<file path="src/rtl/core/lagsel_pkg.sv">
package lagsel_pkg;

    // fixed field widths
    localparam int CNT_W       = 5;
    localparam int HASH_W      = 32;
    localparam int SLOT_W      = 4;
    localparam int PORT_W      = 8;
    localparam int CMD_W       = 2;

    // remainder unit: bits of hash consumed per cycle
    localparam int DIV_BITS    = 4;
    localparam int DIV_STEPS   = HASH_W / DIV_BITS;
    localparam int DIV_CNT_W   = $clog2(DIV_STEPS);

    // flag entry is {running, allowed}
    localparam int FLAG_W                 = 2;
    localparam logic [FLAG_W-1:0] FLAG_RESET = 2'b01;

    localparam int DEFAULT_MAX_MEMBERS = 16;
    localparam int DEFAULT_PORT_COUNT  = 256;

    // command codes
    localparam logic [CMD_W-1:0] CMD_SELECT = 2'd0;
    localparam logic [CMD_W-1:0] CMD_WRITE  = 2'd1;
    localparam logic [CMD_W-1:0] CMD_UPDATE = 2'd2;

    typedef enum logic [2:0] {
        ST_CLEAR,
        ST_IDLE,
        ST_DIV,
        ST_SCAN,
        ST_REPORT
    } t_state;

    typedef struct packed {
        logic clear_step;
        logic write_member;
        logic update_flags;
        logic load_sel;
        logic div_step;
        logic scan_step;
    } t_dp_cmd;

    typedef struct packed {
        logic clear_last;
        logic count_zero;
        logic div_last;
        logic hit;
        logic scan_over;
    } t_dp_sts;

endpackage

</file>
<file path="src/rtl/core/lagsel_ram.sv">
module lagsel_ram #(
    parameter int WIDTH = 8,
    parameter int DEPTH = 16,
    localparam int AW = (DEPTH > 1) ? $clog2(DEPTH) : 1
) (
    input  logic             i_clk,
    input  logic             i_we,
    input  logic [AW-1:0]    i_waddr,
    input  logic [WIDTH-1:0] i_wdata,
    input  logic [AW-1:0]    i_raddr,
    output logic [WIDTH-1:0] o_rdata
);

    logic [WIDTH-1:0] r_mem [DEPTH];
    logic [WIDTH-1:0] r_rdata;

    always_ff @(posedge i_clk) begin
        if (i_we) begin
            r_mem[i_waddr] <= i_wdata;
        end
        r_rdata <= r_mem[i_raddr];
    end

    assign o_rdata = r_rdata;

endmodule

</file>
<file path="src/rtl/core/lagsel_ctrl.sv">
module lagsel_ctrl (
    input  logic                           i_clk,
    input  logic                           i_rst_n,
    input  logic                           i_start,
    input  logic [lagsel_pkg::CMD_W-1:0]   i_command,
    input  lagsel_pkg::t_dp_sts            i_sts,
    output lagsel_pkg::t_dp_cmd            o_cmd,
    output logic                           o_busy,
    output logic                           o_valid
);

    import lagsel_pkg::*;

    t_state r_state;
    t_state n_state;

    always_ff @(posedge i_clk) begin
        if (!i_rst_n) begin
            r_state <= ST_CLEAR;
        end else begin
            r_state <= n_state;
        end
    end

    always_comb begin
        n_state = r_state;
        unique case (r_state)
            ST_CLEAR: begin
                if (i_sts.clear_last) n_state = ST_IDLE;
            end
            ST_IDLE: begin
                if (i_start && (i_command == CMD_SELECT)) begin
                    n_state = i_sts.count_zero ? ST_REPORT : ST_DIV;
                end
            end
            ST_DIV: begin
                if (i_sts.div_last) n_state = ST_SCAN;
            end
            ST_SCAN: begin
                if (i_sts.hit || i_sts.scan_over) n_state = ST_REPORT;
            end
            ST_REPORT: begin
                n_state = ST_IDLE;
            end
            default: begin
                n_state = ST_IDLE;
            end
        endcase
    end

    always_comb begin
        o_cmd   = '0;
        o_valid = 1'b0;
        unique case (r_state)
            ST_CLEAR: begin
                o_cmd.clear_step = 1'b1;
            end
            ST_IDLE: begin
                if (i_start) begin
                    case (i_command)
                        CMD_SELECT: o_cmd.load_sel     = 1'b1;
                        CMD_WRITE:  o_cmd.write_member = 1'b1;
                        CMD_UPDATE: o_cmd.update_flags = 1'b1;
                        default:    o_cmd              = '0;
                    endcase
                end
            end
            ST_DIV: begin
                o_cmd.div_step = 1'b1;
            end
            ST_SCAN: begin
                o_cmd.scan_step = 1'b1;
            end
            ST_REPORT: begin
                o_valid = 1'b1;
            end
            default: begin
                o_cmd = '0;
            end
        endcase
    end

    assign o_busy = (r_state != ST_IDLE);

    // result strobe lasts one cycle
    a_valid_pulse: assert property (@(posedge i_clk) disable iff (!i_rst_n)
        o_valid |=> !o_valid)
        else $error("result strobe held");

    // a hit during the scan is reported in the next cycle
    a_hit_report: assert property (@(posedge i_clk) disable iff (!i_rst_n)
        (r_state == ST_SCAN && i_sts.hit) |=> o_valid)
        else $error("hit not reported");

    // the remainder unit hands over to the scan
    a_div_to_scan: assert property (@(posedge i_clk) disable iff (!i_rst_n)
        (r_state == ST_DIV && i_sts.div_last) |=> (r_state == ST_SCAN))
        else $error("scan did not follow remainder");

endmodule

</file>
<file path="src/rtl/core/lagsel_dp.sv">
module lagsel_dp #(
    parameter int MAX_MEMBERS = lagsel_pkg::DEFAULT_MAX_MEMBERS,
    parameter int PORT_COUNT  = lagsel_pkg::DEFAULT_PORT_COUNT,
    localparam int SW = (MAX_MEMBERS > 1) ? $clog2(MAX_MEMBERS) : 1,
    localparam int AW = (PORT_COUNT > 1) ? $clog2(PORT_COUNT) : 1
) (
    input  logic                             i_clk,
    input  logic                             i_rst_n,
    input  lagsel_pkg::t_dp_cmd              i_cmd,
    output lagsel_pkg::t_dp_sts              o_sts,
    input  logic                             i_cfg_we,
    input  logic [lagsel_pkg::CNT_W-1:0]     i_cfg_wdata,
    input  logic [lagsel_pkg::HASH_W-1:0]    i_flow_hash,
    input  logic [lagsel_pkg::SLOT_W-1:0]    i_slot_index,
    input  logic [lagsel_pkg::PORT_W-1:0]    i_port_number,
    input  logic                             i_port_running,
    input  logic                             i_port_allowed,
    output logic                             o_found,
    output logic [lagsel_pkg::SLOT_W-1:0]    o_chosen_slot,
    output logic [lagsel_pkg::PORT_W-1:0]    o_chosen_port,
    output logic                             o_mem_we,
    output logic [SW-1:0]                    o_mem_waddr,
    output logic [lagsel_pkg::PORT_W-1:0]    o_mem_wdata,
    output logic [SW-1:0]                    o_mem_raddr,
    input  logic [lagsel_pkg::PORT_W-1:0]    i_mem_rdata,
    output logic                             o_flag_we,
    output logic [AW-1:0]                    o_flag_waddr,
    output logic [lagsel_pkg::FLAG_W-1:0]    o_flag_wdata,
    output logic [AW-1:0]                    o_flag_raddr,
    input  logic [lagsel_pkg::FLAG_W-1:0]    i_flag_rdata
);

    import lagsel_pkg::*;

    // configuration
    logic [CNT_W-1:0]     r_member_count;
    logic [CNT_W-1:0]     w_count;

    // remainder unit and scan pointer
    logic [HASH_W-1:0]    r_shift;
    logic [HASH_W-1:0]    r_h;
    logic [CNT_W-1:0]     r_rem;
    logic [DIV_CNT_W-1:0] r_div_cnt;
    logic [CNT_W-1:0]     r_issued;
    logic [CNT_W-1:0]     w_rem_div;
    logic [CNT_W-1:0]     w_rem_inc;
    logic [CNT_W-1:0]     w_rem_next;
    logic                 w_can_issue;

    // scan pipeline: member read, then flag read
    logic                 r_v1;
    logic                 r_v2;
    logic [CNT_W-1:0]     r_s1;
    logic [CNT_W-1:0]     r_s2;
    logic [PORT_W-1:0]    r_p2;
    logic                 r_inr2;
    logic                 w_hit;

    // result
    logic                 r_found;
    logic [SLOT_W-1:0]    r_res_slot;
    logic [PORT_W-1:0]    r_res_port;

    logic [AW-1:0]        r_clr_addr;

    logic [SW+CNT_W-1:0]  w_rem_ext;
    logic [SW+SLOT_W-1:0] w_slot_ext;
    logic [AW+PORT_W-1:0] w_port_ext;
    logic [AW+PORT_W-1:0] w_mport_ext;

    assign w_count = (32'(r_member_count) > 32'(MAX_MEMBERS)) ?
                     CNT_W'(MAX_MEMBERS) : r_member_count;

    always_ff @(posedge i_clk) begin
        if (!i_rst_n) begin
            r_member_count <= '0;
        end else if (i_cfg_we) begin
            r_member_count <= i_cfg_wdata;
        end
    end

    // several restoring remainder steps per cycle, msb first
    always_comb begin
        logic [CNT_W:0] t;
        w_rem_div = r_rem;
        for (int k = 0; k < DIV_BITS; k++) begin
            t = {w_rem_div, r_shift[HASH_W-1-k]};
            if (t >= {1'b0, w_count}) begin
                t = t - {1'b0, w_count};
            end
            w_rem_div = t[CNT_W-1:0];
        end
    end

    assign w_can_issue = (r_issued < w_count);
    assign w_rem_inc   = r_rem + CNT_W'(1);
    // hash wrap at 2^32 restarts at slot 0
    assign w_rem_next  = (r_h == '1) ? '0 :
                         ((w_rem_inc == w_count) ? '0 : w_rem_inc);

    always_ff @(posedge i_clk) begin
        if (i_cmd.load_sel) begin
            r_shift    <= i_flow_hash;
            r_h        <= i_flow_hash;
            r_rem      <= '0;
            r_div_cnt  <= '0;
            r_issued   <= '0;
        end else if (i_cmd.div_step) begin
            r_shift    <= r_shift << DIV_BITS;
            r_rem      <= w_rem_div;
            r_div_cnt  <= r_div_cnt + DIV_CNT_W'(1);
        end else if (i_cmd.scan_step && w_can_issue) begin
            r_h        <= r_h + HASH_W'(1);
            r_rem      <= w_rem_next;
            r_issued   <= r_issued + CNT_W'(1);
        end
    end

    always_ff @(posedge i_clk) begin
        if (!i_rst_n) begin
            r_v1 <= 1'b0;
            r_v2 <= 1'b0;
        end else begin
            r_v1 <= i_cmd.scan_step && w_can_issue;
            r_v2 <= i_cmd.scan_step && r_v1;
        end
    end

    always_ff @(posedge i_clk) begin
        r_s1   <= r_rem;
        r_s2   <= r_s1;
        r_p2   <= i_mem_rdata;
        r_inr2 <= (32'(i_mem_rdata) < 32'(PORT_COUNT));
    end

    assign w_hit = r_v2 && r_inr2 && i_flag_rdata[1] && i_flag_rdata[0];

    always_ff @(posedge i_clk) begin
        if (i_cmd.load_sel) begin
            r_found    <= 1'b0;
            r_res_slot <= '0;
            r_res_port <= '0;
        end else if (i_cmd.scan_step && w_hit) begin
            r_found    <= 1'b1;
            r_res_slot <= r_s2[SLOT_W-1:0];
            r_res_port <= r_p2;
        end
    end

    always_ff @(posedge i_clk) begin
        if (!i_rst_n) begin
            r_clr_addr <= '0;
        end else if (i_cmd.clear_step) begin
            r_clr_addr <= r_clr_addr + AW'(1);
        end
    end

    // memory ports
    assign w_rem_ext   = {{SW{1'b0}}, r_rem};
    assign w_slot_ext  = {{SW{1'b0}}, i_slot_index};
    assign w_port_ext  = {{AW{1'b0}}, i_port_number};
    assign w_mport_ext = {{AW{1'b0}}, i_mem_rdata};

    assign o_mem_we    = i_cmd.write_member && (32'(i_slot_index) < 32'(MAX_MEMBERS));
    assign o_mem_waddr = w_slot_ext[SW-1:0];
    assign o_mem_wdata = i_port_number;
    assign o_mem_raddr = w_rem_ext[SW-1:0];

    always_comb begin
        if (i_cmd.clear_step) begin
            o_flag_we    = 1'b1;
            o_flag_waddr = r_clr_addr;
            o_flag_wdata = FLAG_RESET;
        end else begin
            o_flag_we    = i_cmd.update_flags &&
                           (32'(i_port_number) < 32'(PORT_COUNT));
            o_flag_waddr = w_port_ext[AW-1:0];
            o_flag_wdata = {i_port_running, i_port_allowed};
        end
    end

    assign o_flag_raddr = w_mport_ext[AW-1:0];

    // status
    assign o_sts.clear_last = (r_clr_addr == AW'(PORT_COUNT - 1));
    assign o_sts.count_zero = (w_count == '0);
    assign o_sts.div_last   = (r_div_cnt == DIV_CNT_W'(DIV_STEPS - 1));
    assign o_sts.hit        = w_hit;
    assign o_sts.scan_over  = !w_can_issue && !r_v1 && !r_v2;

    assign o_found       = r_found;
    assign o_chosen_slot = r_res_slot;
    assign o_chosen_port = r_res_port;

    // scan pointer stays inside the group
    a_slot_in_group: assert property (@(posedge i_clk) disable iff (!i_rst_n)
        (i_cmd.scan_step && w_can_issue) |-> (r_rem < w_count))
        else $error("scan slot outside group");

    // flag stage only follows a member read
    a_pipe_order: assert property (@(posedge i_clk) disable iff (!i_rst_n)
        r_v2 |-> $past(r_v1))
        else $error("flag stage without member read");

    // a chosen member is always on a real port
    a_found_port: assert property (@(posedge i_clk) disable iff (!i_rst_n)
        r_found |-> (32'(r_res_port) < 32'(PORT_COUNT)))
        else $error("chosen port out of range");

endmodule

</file>
<file path="src/rtl/core/lag_member_select_failover_top.sv">
// link-aggregation member selection with failover, one group
//
// command channel: an item is taken on a clock edge with i_start high and
// o_busy low. i_command picks select by hash, write member slot or update
// port flags; an unused code is taken and dropped.
// write and update items finish at the accept edge and give no result;
// o_busy stays low, so another item may follow in the next cycle.
// a select item gives one result: o_valid is high for exactly one cycle
// with o_found, o_chosen_slot and o_chosen_port; the receiver cannot stall.
// a select runs from the accept edge to the strobe: the remainder unit
// (4 hash bits a cycle) reduces the hash modulo the member count, then a scan
// issues one member a cycle through a two-stage read (member table, then port
// flags) until a hit or until every candidate is read; then the report state
// raises the strobe. an empty group reports in the cycle after accept.
// one select at a time, o_busy high until the strobe.
// member_count is written on i_cfg_we; the user must write it only while
// idle, which the block does not enforce. reset: the port flag memory is
// swept to running=0, allowed=1, one entry a cycle, with o_busy high;
// member slots read as unknown until written.
module lag_member_select_failover_top #(
    parameter int MAX_MEMBERS = lagsel_pkg::DEFAULT_MAX_MEMBERS,
    parameter int PORT_COUNT  = lagsel_pkg::DEFAULT_PORT_COUNT
) (
    input  logic                             i_clk,
    input  logic                             i_rst_n,
    input  logic                             i_start,
    output logic                             o_busy,
    input  logic [lagsel_pkg::CMD_W-1:0]     i_command,
    input  logic [lagsel_pkg::HASH_W-1:0]    i_flow_hash,
    input  logic [lagsel_pkg::SLOT_W-1:0]    i_slot_index,
    input  logic [lagsel_pkg::PORT_W-1:0]    i_port_number,
    input  logic                             i_port_running,
    input  logic                             i_port_allowed,
    input  logic                             i_cfg_we,
    input  logic [lagsel_pkg::CNT_W-1:0]     i_cfg_wdata,
    output logic                             o_valid,
    output logic                             o_found,
    output logic [lagsel_pkg::SLOT_W-1:0]    o_chosen_slot,
    output logic [lagsel_pkg::PORT_W-1:0]    o_chosen_port
);

    import lagsel_pkg::*;

    localparam int SW = (MAX_MEMBERS > 1) ? $clog2(MAX_MEMBERS) : 1;
    localparam int AW = (PORT_COUNT > 1) ? $clog2(PORT_COUNT) : 1;

    t_dp_cmd w_cmd;
    t_dp_sts w_sts;

    // member table port
    logic              w_mem_we;
    logic [SW-1:0]     w_mem_waddr;
    logic [PORT_W-1:0] w_mem_wdata;
    logic [SW-1:0]     w_mem_raddr;
    logic [PORT_W-1:0] w_mem_rdata;

    // port flag memory port
    logic              w_flag_we;
    logic [AW-1:0]     w_flag_waddr;
    logic [FLAG_W-1:0] w_flag_wdata;
    logic [AW-1:0]     w_flag_raddr;
    logic [FLAG_W-1:0] w_flag_rdata;

    lagsel_ctrl u_ctrl (
        .i_clk     (i_clk),
        .i_rst_n   (i_rst_n),
        .i_start   (i_start),
        .i_command (i_command),
        .i_sts     (w_sts),
        .o_cmd     (w_cmd),
        .o_busy    (o_busy),
        .o_valid   (o_valid)
    );

    lagsel_dp #(
        .MAX_MEMBERS (MAX_MEMBERS),
        .PORT_COUNT  (PORT_COUNT)
    ) u_dp (
        .i_clk          (i_clk),
        .i_rst_n        (i_rst_n),
        .i_cmd          (w_cmd),
        .o_sts          (w_sts),
        .i_cfg_we       (i_cfg_we),
        .i_cfg_wdata    (i_cfg_wdata),
        .i_flow_hash    (i_flow_hash),
        .i_slot_index   (i_slot_index),
        .i_port_number  (i_port_number),
        .i_port_running (i_port_running),
        .i_port_allowed (i_port_allowed),
        .o_found        (o_found),
        .o_chosen_slot  (o_chosen_slot),
        .o_chosen_port  (o_chosen_port),
        .o_mem_we       (w_mem_we),
        .o_mem_waddr    (w_mem_waddr),
        .o_mem_wdata    (w_mem_wdata),
        .o_mem_raddr    (w_mem_raddr),
        .i_mem_rdata    (w_mem_rdata),
        .o_flag_we      (w_flag_we),
        .o_flag_waddr   (w_flag_waddr),
        .o_flag_wdata   (w_flag_wdata),
        .o_flag_raddr   (w_flag_raddr),
        .i_flag_rdata   (w_flag_rdata)
    );

    // egress port of each member slot
    lagsel_ram #(
        .WIDTH (PORT_W),
        .DEPTH (MAX_MEMBERS)
    ) u_member_ram (
        .i_clk   (i_clk),
        .i_we    (w_mem_we),
        .i_waddr (w_mem_waddr),
        .i_wdata (w_mem_wdata),
        .i_raddr (w_mem_raddr),
        .o_rdata (w_mem_rdata)
    );

    // {running, allowed} per port
    lagsel_ram #(
        .WIDTH (FLAG_W),
        .DEPTH (PORT_COUNT)
    ) u_flag_ram (
        .i_clk   (i_clk),
        .i_we    (w_flag_we),
        .i_waddr (w_flag_waddr),
        .i_wdata (w_flag_wdata),
        .i_raddr (w_flag_raddr),
        .o_rdata (w_flag_rdata)
    );

endmodule

</file>
<file path="config.mk">
export PLATFORM = sky130hd
export DESIGN_NAME = lag_member_select_failover_top
export DESIGN_NICKNAME = d
export VERILOG_FILES = /design/src/rtl/core/lagsel_pkg.sv /design/src/rtl/core/lagsel_ram.sv /design/src/rtl/core/lagsel_ctrl.sv /design/src/rtl/core/lagsel_dp.sv /design/src/rtl/core/lag_member_select_failover_top.sv
export SDC_FILE = /design/constraint.sdc
export NUM_CORES = 1
export LEC_CHECK = 0
export ABC_AREA = 1
export BUFFER_PORTS_ARGS = -buffer_cell sky130_fd_sc_hd__buf_4
export CAP_MARGIN = 25
export CELL_PAD_IN_SITES_DETAIL_PLACEMENT = 1
export CELL_PAD_IN_SITES_GLOBAL_PLACEMENT = 1
export CORE_MARGIN = 2
export CORE_UTILIZATION = 51
export CTS_BUF_LIST = sky130_fd_sc_hd__clkbuf_2 sky130_fd_sc_hd__clkbuf_4 sky130_fd_sc_hd__clkbuf_8
export DETAILED_ROUTE_END_ITERATION = 7
export PLACE_DENSITY_LB_ADDON = 0.1
export SLEW_MARGIN = 10
export SYNTH_ARGS = -nofsm -noshare
export SYNTH_HDL_FRONTEND = slang
export SYNTH_HIERARCHICAL = 1
export SYNTH_SLANG_ARGS = --single-unit
</file>
<file path="constraint.sdc">
create_clock -name i_clk -period 10.35 [get_ports i_clk]
set_input_delay 1.035 -clock i_clk [delete_from_list [all_inputs] [get_ports i_clk]]
set_output_delay 1.035 -clock i_clk [all_outputs]
set_load 0.02 [all_outputs]
</file>
* After elaboration in Yosys (flattened, before gate mapping)
Memories as Yosys holds them, arrays and structs flattened. A register that Yosys moved wholly into a read port is not among the register bits.
Cells that the tools add are included.
** Operators by class
- Reduce and logical (&&, ||, !) cells :: 21
- Order comparisons :: 6
- $add $sub $neg :: 9
- Bitwise gates (word level) :: 1
- Equal/unequal tests :: 16
- Mux-type cells :: 36
** Operators with widths (number)
- 32-bit 2-to-1 mux :: 5
- 5-bit 2-to-1 mux :: 10
- 32-bit by 1-bit adder with 32-bit output, second input constant :: 1
- 32-bit == test, second input constant :: 1
- 6-bit by 5-bit greater-or-equal comparator with 1-bit output :: 4
- 5-bit subtractor :: 4
- 3-bit 2-to-1 mux :: 6
- 3-bit case mux with 4 select lines :: 1
- 5-bit by 1-bit adder with 5-bit output, second input constant :: 2
- 2-bit by 1-bit != test with 1-bit output, second input constant :: 5
- 1-bit 2-to-1 mux :: 9
- 8-bit by 1-bit adder with 8-bit output, second input constant :: 1
- 8-bit == test, second input constant :: 1
- 1-bit logical AND :: 8
- 8-bit 2-to-1 mux :: 1
- 3-bit by 2-bit == test with 1-bit output, second input constant :: 2
- 3-bit == test, second input constant :: 2
- 1-bit case mux with 2 select lines :: 3
- 2-bit nonzero test :: 3
- 5-bit == test :: 1
- 5-bit greater-than comparator, second input constant :: 1
- 5-bit logical NOT :: 1
- 5-bit less-than comparator :: 1
- 2-bit AND reduction :: 2
- 12 further kinds :: 14
** Storage, ports and cells
- Memories kept :: 2
- Output and inout bits :: 15
- Bits in writable memories :: 640
- Bits in registers :: 124
- Bits of input ports :: 57
** Memories
- u_flag_ram.r_mem :: depth 256, width 2, rd ports 1, clocked after memory_dff 1, wr ports 1, RTL line lagsel_ram.sv:14 : logic [WIDTH-1:0] r_mem [DEPTH];
- u_member_ram.r_mem :: depth 16, width 8, rd ports 1, clocked after memory_dff 1, wr ports 1, RTL line lagsel_ram.sv:14

* Longest topological paths before layout
Gate-level depths: netlist of the first run.
- Depth in word-level cells :: 11
- Depth in mapped cells :: 44
- Depth with buffers taken out :: 43

* Modules after synthesis
Netlist of the first run, hierarchy kept.
** By module, submodules not included
- lagsel_ram (u_flag_ram) :: cells an instance 2055, area each 22126.2 um2, times used 1
- lagsel_dp :: cells an instance 850, area each 6874.1 um2, times used 1
- lagsel_ram (u_member_ram) :: cells an instance 551, area each 5766.8 um2, times used 1
- lagsel_ctrl :: cells an instance 49, area each 291.5 um2, times used 1

* Least setup slack after synthesis of the first run
OpenSTA, ideal clock, no wires.
- Path kind :: input-to-reg
- Start :: in i_port_running
- End :: mem u_flag_ram/r_mem[0][1] (netlist name) (data pin)
- Buffers on the path :: 0
- Stages :: 2
- Slack :: 1.932 ns
- Data required time :: 8.944 ns
- Arrival time :: 7.012 ns
- Path through :: inv_1 > nor2_1
** On the way
- Longest elaborated chain between the ends :: 1
** RTL lines
- from (decl) :: RTL line lag_member_select_failover_top.sv:32 : input logic i_port_running,
- 2-bit 2-to-1 mux :: RTL line lagsel_dp.sv:170 : if (i_cmd.clear_step) begin
- named net w_flag_wdata[1] :: RTL line lag_member_select_failover_top.sv:60 : logic [FLAG_W-1:0] w_flag_wdata;
- to (decl) :: RTL line lagsel_ram.sv:14
The timed path passes the listed nets, and every way through them passes these cells.

* Final worst setup path of the first run
- Start :: reg u_dp.r_member_count[4]
- End :: reg u_dp.r_rem[3]
** On the way
- Longest elaborated chain between the ends :: 11
- Elaborated cells between the ends (all ways) :: 22
- Those cells by class :: add/sub: 4; order compare: 6; eq/ne: 1; mux: 9; reduce/logical: 2
** RTL lines
- from (decl) :: RTL line lagsel_dp.sv:36 : logic [CNT_W-1:0] r_member_count;
- from (signal assigned) :: RTL line lagsel_dp.sv:78 : r_member_count <= i_cfg_wdata;
- 5-bit greater-than comparator :: RTL line lagsel_dp.sv:71 : assign w_count = (32'(r_member_count) > 32'(MAX_MEMBERS)) ?
- 5-bit 2-to-1 mux * :: RTL line lagsel_dp.sv:71
- 5-bit subtractor or 6-bit by 5-bit greater-or-equal comparator with 1-bit output (tied branches) :: RTL line lagsel_dp.sv:89, lagsel_dp.sv:88
- 5-bit 2-to-1 mux :: RTL line lagsel_dp.sv:88 : if (t >= {1'b0, w_count}) begin
- 5-bit subtractor or 6-bit by 5-bit greater-or-equal comparator with 1-bit output (tied branches) :: RTL line lagsel_dp.sv:89, lagsel_dp.sv:88
- 5-bit 2-to-1 mux :: RTL line lagsel_dp.sv:88
- 5-bit subtractor or 6-bit by 5-bit greater-or-equal comparator with 1-bit output (tied branches) :: RTL line lagsel_dp.sv:89, lagsel_dp.sv:88
- 5-bit 2-to-1 mux :: RTL line lagsel_dp.sv:88
- 5-bit subtractor or 6-bit by 5-bit greater-or-equal comparator with 1-bit output (tied branches) :: RTL line lagsel_dp.sv:89, lagsel_dp.sv:88
- 5-bit 2-to-1 mux :: RTL line lagsel_dp.sv:88
- 5-bit 2-to-1 mux :: RTL line lagsel_dp.sv:108 : end else if (i_cmd.div_step) begin
- to (signal assigned) :: RTL line lagsel_dp.sv:110 : r_rem <= w_rem_div;
- to (signal assigned) :: RTL line lagsel_dp.sv:114 : r_rem <= w_rem_next;
- to (decl) :: RTL line lagsel_dp.sv:42 : logic [CNT_W-1:0] r_rem;
Mark *: on every way between the ends. The rest lies on a longest branch, timed or not. The select of a mux whose other input is x is not followed.
A chain may end at the register's enable or synchronous reset.

==> flow_summary.ini, run 1 <==
[outcome]
status = completed

[worst_setup_path]
slowest_delay_ns = 0.46
crit_arrival_ns = 7.40
crit_path_end_kind = flop
critPathMostFrequentCell = nand2_1
cp-start-kind = flop
cpMaxStageDelayCell = fa_1
path_class = reg2reg
cp_max_fo = 11
required_ns = 11.05

[worst_hold_path]
hp-class = reg2reg

[drt]
wl_per_cell_um = 21.7
drc = 0
finalWirelength_um = 98100
firstDrtPassIters = 6
via_per_inst = 5.59
via_count = 25300
drtAntennaViolNets = 0
drtIter0Drc = 1799

[job]
drv_cap = 0

[global_routing]
antenna_found_initial = 1
grt_pass1_vias = 27000
grt_max_degree = 257
overflow = 0
globalRouteTotalUtil_pct = 28.1
grt_pass1_wl_um = 152000

[sta]
fin_crit_ns = 6.69
relSlewSlack_pct = 23.4
finalHoldViolations = 0
rsz0062_at_grt = false
clock_skew_ns = 0.0319
max_freq_mhz = 149
fin_crit_sh_pct = 64.7
holdWs_ns = 0.328
final.setup.worst_slack_ns = 3.66
slew_viol_final = 0
setup_viol_count_final = 0
fin_setup_tns_ns = 0
worst_pin_slew_ns = 1.15

[power]
ir_worst_vdd_uv = 116
p_total_w = 0.00693
p_int_w = 0.00521
switchingPower_w = 0.00172
combPwrFrac_pct = 9.6
switching_share_pct = 24.9
power.leakage_nw = 14.8
powerDensity_nw_per_um2 = 179
seq_power_share_pct = 49.0
clockPowerShare_pct = 41.4

[clock_network]
cts-root-buf = clkbuf_8
cts_tree = built
cts_sinks = 774
ctsHoldBuffers = 0
cts_resized = 0
path_clk_slew_ns = 0.06
cts_setup_buffers = 0
clock_path_buffers = 3
clk-insertion-delay-late_ns = 0.79
cts_buffers = 134
htree_levels = 4

[synthesis]
synth_area_leaders = edfxtp_1 60%, nand2_1 10%, nand3_1 9.1%
yosys_warnings = 6
yosysSeqAreaShare_pct = 64.3
synth_top_area_share_pct = 60.3
synth_most_common_cell = nand2_1
synth_flop_cell = edfxtp_1
synthArstFlopShare_pct = 0
synthesis.area_um2 = 35100
ys_types = 50
synth_edf_count = 704
yosys.area_share.simple_pct = 25.3
synth_common_cells = 964 x nand2_1, 704 x edfxtp_1, 635 x nand3_1, 387 x nor2_1, 239 x inv_1
synth_fa_ha_area_share_pct = 1.30
synthMuxAreaShare_pct = 0
syn_area_per_cell_um2 = 10.0
synthCells = 3505
syn_nets = 3596
synth_top_family_by_area = simple AND/OR/NAND/NOR gates
synth-compound-area-share_pct = 2.14
yosys.area.top_type = edfxtp_1
synthXorXnorAreaFrac_pct = 0.575
synth-seq-cells = 774

[floorplan]
ios = 72
core_area_um2 = 68300
die_w_um = 266
fp.dieH_um = 266
placementRows = 96
die_area_um2 = 70900
initial_utilization_pct = 51.3

[finish]
fill_cells = 7538
final_nets = 3625
drive_gt1_share_pct = 10.9
final_cells = 4528
area_growth_syn_to_layout_pct = 10.3

[place]
dp.cells = 4278
pre_cts_slack_ns = 3.63
routabilityCongestion = 0.820
io_buffers = 71
hpwl_um = 60900
[per-stage QoR]
stage               util, %  area (µm²)
CTS                    56.5       38600
detailed placement     52.4       35800
floorplan                 -       35100
global route           56.6       38700
global placement       52.1       35600
finish                 56.6       38700
[layout by cell type (no fill, tap or decap), types with 11 or more instances in the layout]
cell type    n
nor2_1     385
ha_1        30
xnor2_1     11
o21ai_0     76
a21oi_1     35
xor2_1      12
inv_1      236
buf_4       95
clkbuf_8   148
dfxtp_1     66
nor3_1      19
inv_2       16
edfxtp_1   704
clkbuf_4    49
clkinv_1    29
nand3_1    635
nand2_1    964
[path summary, 6_finish.rpt]
path,start,to,slack [ns],cells past startpoint
max,u_dp/r_member_count[4]$_SDFFE_PN0P_,u_dp/r_rem[3]$_SDFFE_PP0P_,3.66,37
min,u_dp/r_s1[3]$_DFF_P_,u_dp/r_s2[3]$_DFF_P_,0.33,0
max reg2reg,u_dp/r_member_count[4]$_SDFFE_PN0P_,u_dp/r_rem[3]$_SDFFE_PP0P_,3.66,37
min reg2reg,u_dp/r_s1[3]$_DFF_P_,u_dp/r_s2[3]$_DFF_P_,0.33,0
[kinds of logic after synthesis]
group / count (synthesis)
AO/OA/AOI/OAI: 139
XOR/XNOR: 23
adder cells (fa/ha/maj): 34
buffers and inverters: 470
flip-flops: 774
AND/OR/NAND/NOR: 2065
[per-layer routing]
layer	share of wire, %	vias up	wire length [µm]	GRT usage [%]
met5	0	-	0	0
met4	2.6	0	2600	9.82
met3	4.4	163	4340	4.31
met2	51	603	49700	48.8
met1	42	12700	41400	35.7
li1	-	11900	-	-
[critical path, delay by kind of cell, from the launching register on]
| family | cells | cell delay, ns |
|---|---|---|
| AO/OA/AOI/OAI | 6 | 1.55 |
| adder cells (fa/ha/maj) | 5 | 1.81 |
| buffers and inverters | 8 | 0.87 |
| AND/OR/NAND/NOR | 18 | 2.06 |
| flip-flops | 1 | 0.33 |
[layout make-up]
cell class	count	area (µm²)	area share (%)
timing repair buffer	107	991	2.56
antenna	1	2.50	0.00647
clock buffer	197	2400	6.22
tap	882	1100	2.85
multi-input combinational	2261	10300	26.6
clock inverter	50	369	0.954
sequential	774	22600	58.3
inverter	256	972	2.51
[power by group through the flow]
stage / clock, W / sequential (W) / combinational, W
final: 0.00287 / 0.00340 / 0.000663
after global routing: 0.00307 / 0.00340 / 0.000736
after CTS: 0.00294 / 0.00340 / 0.000666
after detailed placement: 0 / 0.00346 / 0.000663
after global placement: 0 / 0.00346 / 0.000635
after floorplan: 0 / 0.00345 / 0.000495
[registers in the layout (all words and copies together), names as in the netlist, 2 cells and up]
name	count
u_flag_ram/r_mem	512
u_member_ram/r_mem	128
u_dp/r_h	32
u_dp/r_shift	32
u_dp/o_chosen_port	8
u_dp/r_clr_addr	8
u_dp/r_p2	8
u_member_ram/o_rdata	8
u_dp/r_issued	5
u_dp/r_member_count	5
u_dp/r_rem	5
u_dp/o_chosen_slot	4
u_dp/r_s1	4
u_dp/r_s2	4
u_ctrl/r_state	3
u_dp/r_div_cnt	3
u_flag_ram/o_rdata	2
Power figures use the tool's default switching activity.
==> run 2: changes to the inputs <==
--- a/config.mk
+++ b/config.mk
@@ -5,7 +5,7 @@
 export SDC_FILE = /design/constraint.sdc
 export NUM_CORES = 1
 export LEC_CHECK = 0
-export ABC_AREA = 1
+export ABC_AREA = 0
 export BUFFER_PORTS_ARGS = -buffer_cell sky130_fd_sc_hd__buf_4
 export CAP_MARGIN = 25
 export CELL_PAD_IN_SITES_DETAIL_PLACEMENT = 1
==> constraint.sdc (replaced) <==
create_clock -name i_clk -period 6.6 [get_ports i_clk]
set_input_delay 0.66 -clock i_clk [delete_from_list [all_inputs] [get_ports i_clk]]
set_output_delay 0.66 -clock i_clk [all_outputs]
set_load 0.02 [all_outputs]
==> run 2 against run 1 <==
  * The flow now finishes with violations (setup timing)
  * Register-to-register slack got worse by 3.7 ns
  * Combinational power rose to 7.6 times the previous value
  * Die area fell by 4.9%
  * Critical path type unchanged
==> flow_summary.ini, run 2 <==
[drt]
firstDrtPassIters = 5
wl_per_cell_um = 25.9
wl_met1_um = 36300
finalWirelength_um = 84500
wl_met2_um = 41300
drtAntennaViolNets = 0
drtIter0Drc = 1735
top_layer = met4
via_count = 19500
drc = 0
via_per_inst = 5.98
wl_met3_um = 4810

[outcome]
violations = setup timing
status = complete, but fails checks

[worst_setup_path]
rrSetupSlack_ns = -0.008
critPathLaunch = u_dp/r_member_count[0]$_SDFFE_PN0P_
cpMaxStageDelayCell = fa_2
rr_endpoint = u_dp/r_rem[3]$_SDFFE_PP0P_
crit_arrival_ns = 7.22
required_ns = 7.21
cp-start-kind = flop
r2r_cells = 29
critPathMostFrequentCell = a21oi_2
crit_path_end_kind = flop
path_class = reg2reg
cp_max_fo = 5
critPathCapture = u_dp/r_rem[3]$_SDFFE_PP0P_
slowest_delay_ns = 0.41
r2r-start = u_dp/r_member_count[0]$_SDFFE_PN0P_

[clock_network]
htree_levels = 4
cts_sinks = 774
cts_buffers = 132
path_clk_slew_ns = 0.06
clock_path_buffers = 3
cts_tree = built
cts-root-buf = clkbuf_8
ctsHoldBuffers = 0
clk-insertion-delay-late_ns = 0.75

[synthesis]
ys_types = 83
synth_most_common_cell = edfxtp_1
syn_nets = 2260
yosys.area.top_type = edfxtp_1
synthCells = 2169
synthesis.area_um2 = 33300
yosysSeqAreaShare_pct = 67.6
syn_area_per_cell_um2 = 15.4
yosys_warnings = 6
synthArstFlopShare_pct = 0
synth_common_cells = 704 x edfxtp_1, 333 x nor2_1, 118 x nand2_1, 100 x mux4_2, 76 x clkbuf_1
synth_edf_count = 704
synth_flop_cell = edfxtp_1
synth-seq-cells = 774
synth_top_area_share_pct = 63.4
synth_area_leaders = edfxtp_1 63%, mux4_2 6.8%, dfxtp_1 4.2%

[finish]
final_common_cell = edfxtp_1
largest_reg_flops = 512
largest_register = u_flag_ram/r_mem
final_nets = 2394
mostFrequentLayoutCells = 704 x edfxtp_1, 330 x nor2_1, 146 x buf_4
area_growth_syn_to_layout_pct = 12.5
drive_gt1_share_pct = 23.1
final_util_pct = 58.1
largest_registers = u_flag_ram/r_mem (512), u_member_ram/r_mem (128)

[sta]
slew_viol_final = 0
finalHoldViolations = 0
final.setup.worst_slack_ns = -0.00822
clock_skew_ns = 0.0294
fin_crit_ns = 6.61
rsz0062_at_grt = true
setup_viol_count_final = 1
fin_setup_tns_ns = -0.00822
relSlewSlack_pct = 24.2
max_freq_mhz = 151
worst_pin_slew_ns = 1.14
holdWs_ns = 0.148
fin_crit_sh_pct = 100

[power]
ir_worst_vdd_uv = 372
p_int_w = 0.0102
power.leakage_nw = 12.4
powerDensity_nw_per_um2 = 402
combPwrFrac_pct = 33.6
switching_share_pct = 32.0
clockPowerShare_pct = 28.9
seq_power_share_pct = 37.4
switchingPower_w = 0.00482

[place]
pre_cts_slack_ns = -0.330
hpwl_um = 51800
routabilityCongestion = 0.824
io_buffers = 71

[global_routing]
grt_pass1_vias = 21000
globalRouteTotalUtil_pct = 25.5
grt_pass1_wl_um = 128000
overflow = 0
grt_max_degree = 257
antenna_found_initial = 1

[job]
drv_cap = 0

[floorplan]
core_area_um2 = 64600
fp.dieH_um = 260
initial_utilization_pct = 51.6
placementRows = 93
die_w_um = 260
die_area_um2 = 67400
ios = 72

[worst_hold_path]
hp-class = in2reg
hp-start = i_cfg_wdata[0]
[run 2: cell count changes in the layout (fill, tap and decap cells not counted), sizes merged, moves of 17 or more]
| cell | before | now |
|---|---|---|
| a22oi | 0 | 20 |
| buf | 107 | 151 |
| inv | 259 | 56 |
| mux2 | 0 | 25 |
| mux2i | 0 | 75 |
| mux4 | 0 | 134 |
| nand2 | 974 | 118 |
| nand3 | 647 | 48 |
| nand4 | 6 | 23 |
| nor2 | 404 | 333 |
| o221ai | 0 | 17 |
| xor2 | 12 | 29 |
[run 2: repair_timing]
action                     in CTS  in global routing
setup endpoints to repair       5                  5
setup buffers                  14                 10
gates resized for setup        26                 10
pin swaps                      15                 20
[run 2: metrics by stage]
| step | power [W] | instance area (µm²) | std cells |
|---|---|---|---|
| finish | 0.0151 | 37500 | 3258 |
| detailed placement | 0.0102 | 34500 | 3002 |
| global route | 0.0157 | 37500 | 3258 |
| global placement | 0.00999 | 34500 | 3002 |
| CTS | 0.0149 | 37400 | 3249 |
| floorplan | 0.00900 | 33400 | 2169 |
[run 2: cell families after synthesis]
kind of cell | count (synthesis) | share of synthesized area [%]
flops | 774 | 67.6
simple gates | 617 | 8.17
compound gates | 250 | 5.16
mux | 234 | 12.6
buf+inv | 204 | 3.57
xor+xnor | 56 | 1.52
fa+ha+maj | 34 | 1.37
[run 2: critical path: cells and delay by family (launching register included)]
| kind | cells | cell delay, ns |
|---|---|---|
| buf+inv | 2 | 0.25 |
| compound gates | 13 | 2.48 |
| mux | 2 | 0.59 |
| fa+ha+maj | 5 | 1.49 |
| simple gates | 7 | 1.30 |
| flops | 1 | 0.33 |
[run 2: metal layers]
| metal | global-route usage (%) | vias to the layer above |
|---|---|---|
| met5 | 0 | - |
| met4 | 9.12 | 0 |
| li1 | - | 8583 |
| met1 | 35.4 | 10100 |
| met2 | 41.3 | 616 |
| met3 | 3.92 | 140 |
[run 2: power by group through the flow]
stage / Sequential, W / Clock [W] / Combinational (W)
global placement: 0.00573 / 0 / 0.00426
global route: 0.00565 / 0.00465 / 0.00540
finish: 0.00564 / 0.00436 / 0.00506
CTS: 0.00564 / 0.00446 / 0.00484
floorplan: 0.00556 / 0 / 0.00345
detailed placement: 0.00574 / 0 / 0.00441
[run 2: how the worst min path moves through the flow]
stage                                                      to  slack [ns]  depth (start not counted)
after global routing      u_dp/r_member_count[2]$_SDFFE_PN0P_        0.14                          3
after global placement                   u_dp/r_s2[1]$_DFF_P_        0.31                          0
after detailed placement                 u_dp/r_s2[1]$_DFF_P_        0.32                          0
final                     u_dp/r_member_count[0]$_SDFFE_PN0P_        0.15                          3
after CTS                 u_dp/r_member_count[0]$_SDFFE_PN0P_        0.09                          3
after floorplan                          u_dp/r_s2[0]$_DFF_P_        0.31                          0
[run 2: final cells by class]
type	instances	area (µm²)
fill	6036	27100
sequential	774	22600
multi-input combinational	1191	9840
clock buffer	184	2240
timing repair buffer	151	1190
tap	855	1070
clock inverter	49	405
inverter	53	199
antenna	1	2.50
==> run 3: changes to the inputs <==
--- a/config.mk
+++ b/config.mk
@@ -7,7 +7,7 @@
 export LEC_CHECK = 0
 export ABC_AREA = 0
 export BUFFER_PORTS_ARGS = -buffer_cell sky130_fd_sc_hd__buf_4
-export CAP_MARGIN = 25
+export CAP_MARGIN = 40
 export CELL_PAD_IN_SITES_DETAIL_PLACEMENT = 1
 export CELL_PAD_IN_SITES_GLOBAL_PLACEMENT = 1
 export CORE_MARGIN = 2
@@ -15,6 +15,7 @@
 export CTS_BUF_LIST = sky130_fd_sc_hd__clkbuf_2 sky130_fd_sc_hd__clkbuf_4 sky130_fd_sc_hd__clkbuf_8
 export DETAILED_ROUTE_END_ITERATION = 7
 export PLACE_DENSITY_LB_ADDON = 0.1
+export SETUP_SLACK_MARGIN = 0.3
 export SLEW_MARGIN = 10
 export SYNTH_ARGS = -nofsm -noshare
 export SYNTH_HDL_FRONTEND = slang
==> run 3 against run 2 <==
  * The run still ends with setup timing left
  * Hold slack hardly changed
  * Sequential share of layout area is 0.43 points lower
  * Combinational power is 5.9% higher
  * Clock skew is 0.0091 ns higher
  * Via count is 0.44% lower
  * Cell count is 0.49% higher
  * Final area is 0.72% higher
==> flow_summary.ini, run 3 (synthesis gave the netlist of run 2 again) <==
[outcome]
status = complete, but fails checks
violations = setup timing

[finish]
area_growth_syn_to_layout_pct = 13.3
fill_cells = 6005
final_util_pct = 58.5
drive_gt1_share_pct = 24.0
final_common_cell = edfxtp_1
seq_area_um2 = 22600
final_nets = 2403
mostFrequentLayoutCells = 704 x edfxtp_1, 329 x nor2_1, 146 x clkbuf_8
largest_register = u_flag_ram/r_mem
largest_reg_flops = 512
largest_registers = u_flag_ram/r_mem (512), u_member_ram/r_mem (128)
multiInputGateArea_um2 = 9870

[drt]
via_per_inst = 5.92
finalWirelength_um = 85100
drc = 0
firstDrtPassIters = 6
via_count = 19400
drtAntennaViolNets = 0
drtIter0Drc = 1581
wl_per_cell_um = 26.0

[sta]
finalHoldViolations = 0
relSlewSlack_pct = 17.7
slew_viol_final = 0
max_freq_mhz = 151
rsz0062_at_grt = true
worst_pin_slew_ns = 1.23
fin_crit_sh_pct = 100
final.setup.worst_slack_ns = -0.0292
clock_skew_ns = 0.0385
fin_setup_tns_ns = -0.0449
setup_viol_count_final = 4
fin_crit_ns = 6.63

[clock_network]
path_clk_slew_ns = 0.06
ctsHoldBuffers = 0
clk-insertion-delay-late_ns = 0.78
htree_levels = 4
cts_sinks = 774
cts_buffers = 133
cts_tree = built
clock_path_buffers = 3
cts-root-buf = clkbuf_8

[worst_setup_path]
crit_arrival_ns = 7.26
path_delay_family = compound AO/OA/AOI/OAI gates
path_class = reg2reg
rr_endpoint = u_dp/r_rem[3]$_SDFFE_PP0P_
cp_max_fo = 5
r2r-start = u_dp/r_member_count[0]$_SDFFE_PN0P_
cp_num_cells = 28
cpMaxStageDelayCell = or3_4
cp-start-kind = flop
required_ns = 7.23
r2r_cells = 28
rrSetupSlack_ns = -0.03
critPathCapture = u_dp/r_rem[3]$_SDFFE_PP0P_
critPathLaunch = u_dp/r_member_count[0]$_SDFFE_PN0P_
slowest_delay_ns = 0.38
crit_path_end_kind = flop
critPathBufInv = 2

[floorplan]
core_area_um2 = 64600
fp.dieH_um = 260
ios = 72
die_area_um2 = 67400
initial_utilization_pct = 51.6
die_w_um = 260
placementRows = 93

[worst_hold_path]
hp-class = in2reg

[place]
routabilityCongestion = 0.827
io_buffers = 71
hpwl_um = 53300

[power]
powerDensity_nw_per_um2 = 407
ir_worst_vdd_uv = 349
power.leakage_nw = 12.5

[global_routing]
overflow = 0
globalRouteTotalUtil_pct = 25.8
grt_max_degree = 257
antenna_found_initial = 2
grt_pass1_vias = 20800
grt_pass1_wl_um = 128000

[job]
drv_cap = 0
==> run 3: cell count changes in the layout (fill, tap and decap cells not counted), moves of 3 or more <==
cell       before  now
bufinv_16       6    3
clkbuf_8      137  146
buf_4         146  142
clkinv_1       24   18
buf_8           0    7
buf_6           1    4
inv_6           2    6
==> run 3: stage by stage <==
| stage | instance area, µm² | total power (W) | std cells | hold WS, ns | setup slack, ns |
|---|---|---|---|---|---|
| after floorplan | 33500 | 0.00907 | 2169 | 0.310 | 0.195 |
| after global placement | 34500 | 0.00995 | 2989 | 0.311 | -0.0182 |
| after detailed placement | 34700 | 0.0102 | 3002 | 0.315 | -0.318 |
| after CTS | 37600 | 0.0151 | 3262 | 0.0823 | 0.138 |
| after global routing | 37800 | 0.0160 | 3274 | 0.130 | -0.250 |
| final | 37800 | 0.0154 | 3274 | 0.148 | -0.0292 |
==> run 3: layout make-up <==
cell class,instances,area share (%)
Clock buffer,195,6.29
Sequential cell,774,59.7
Antenna cell,1,0.00662
Inverter,53,0.527
Clock inverter,46,0.914
Multi-Input combinational cell,1191,26.1
Timing Repair Buffer,159,3.58
Tap cell,855,2.83
==> run 3: timing repair <==
action / in CTS / in global routing
resized for setup: 24 / 9
endpoints found under the setup margin: 5 / 5
hold endpoints to repair: 0 / 0
buffers inserted: 19 / 11
pin swaps: 25 / 13
==> run 3: worst register-to-register path: cells and delay by family, from the launching register on <==
family | cells | cell delay, ns
AO/OA/AOI/OAI | 12 | 2.35
adder cells (fa/ha/maj) | 5 | 1.44
buffers and inverters | 2 | 0.25
flip-flops | 1 | 0.33
multiplexers | 3 | 1.00
AND/OR/NAND/NOR | 6 | 1.13
==> run 3: worst min path at each step <==
stage | start | to | slack (ns) | depth (start not counted)
2_1_floorplan | u_dp/r_s1[0]$_DFF_P_ | u_dp/r_s2[0]$_DFF_P_ | 0.31 | 0
3_3_place_gp | u_dp/r_s1[1]$_DFF_P_ | u_dp/r_s2[1]$_DFF_P_ | 0.31 | 0
3_5_place_dp | u_dp/r_s1[1]$_DFF_P_ | u_dp/r_s2[1]$_DFF_P_ | 0.31 | 0
5_1_grt | i_cfg_wdata[2] | u_dp/r_member_count[2]$_SDFFE_PN0P_ | 0.13 | 3
4_1_cts | i_cfg_wdata[2] | u_dp/r_member_count[2]$_SDFFE_PN0P_ | 0.08 | 3
6_report | i_cfg_wdata[2] | u_dp/r_member_count[2]$_SDFFE_PN0P_ | 0.15 | 3
==> run 3: routing by layer <==
metal	global-route usage, %	vias up	wire [µm]
li1	-	8593	-
met1	34.2	10000	35700
met2	43.2	612	42500
met3	4.23	156	4650
met4	9.12	0	2230
met5	0	-	0
==> run 3: where the power goes <==
group	internal [W]	leakage (nW)	switching [W]	total (W)
combinational	0.00250	4.18	0.00286	0.00536
clock	0.00245	1.44	0.00196	0.00441
sequential	0.00541	6.89	0.000219	0.00562
total	0.0104	12.5	0.00504	0.0154
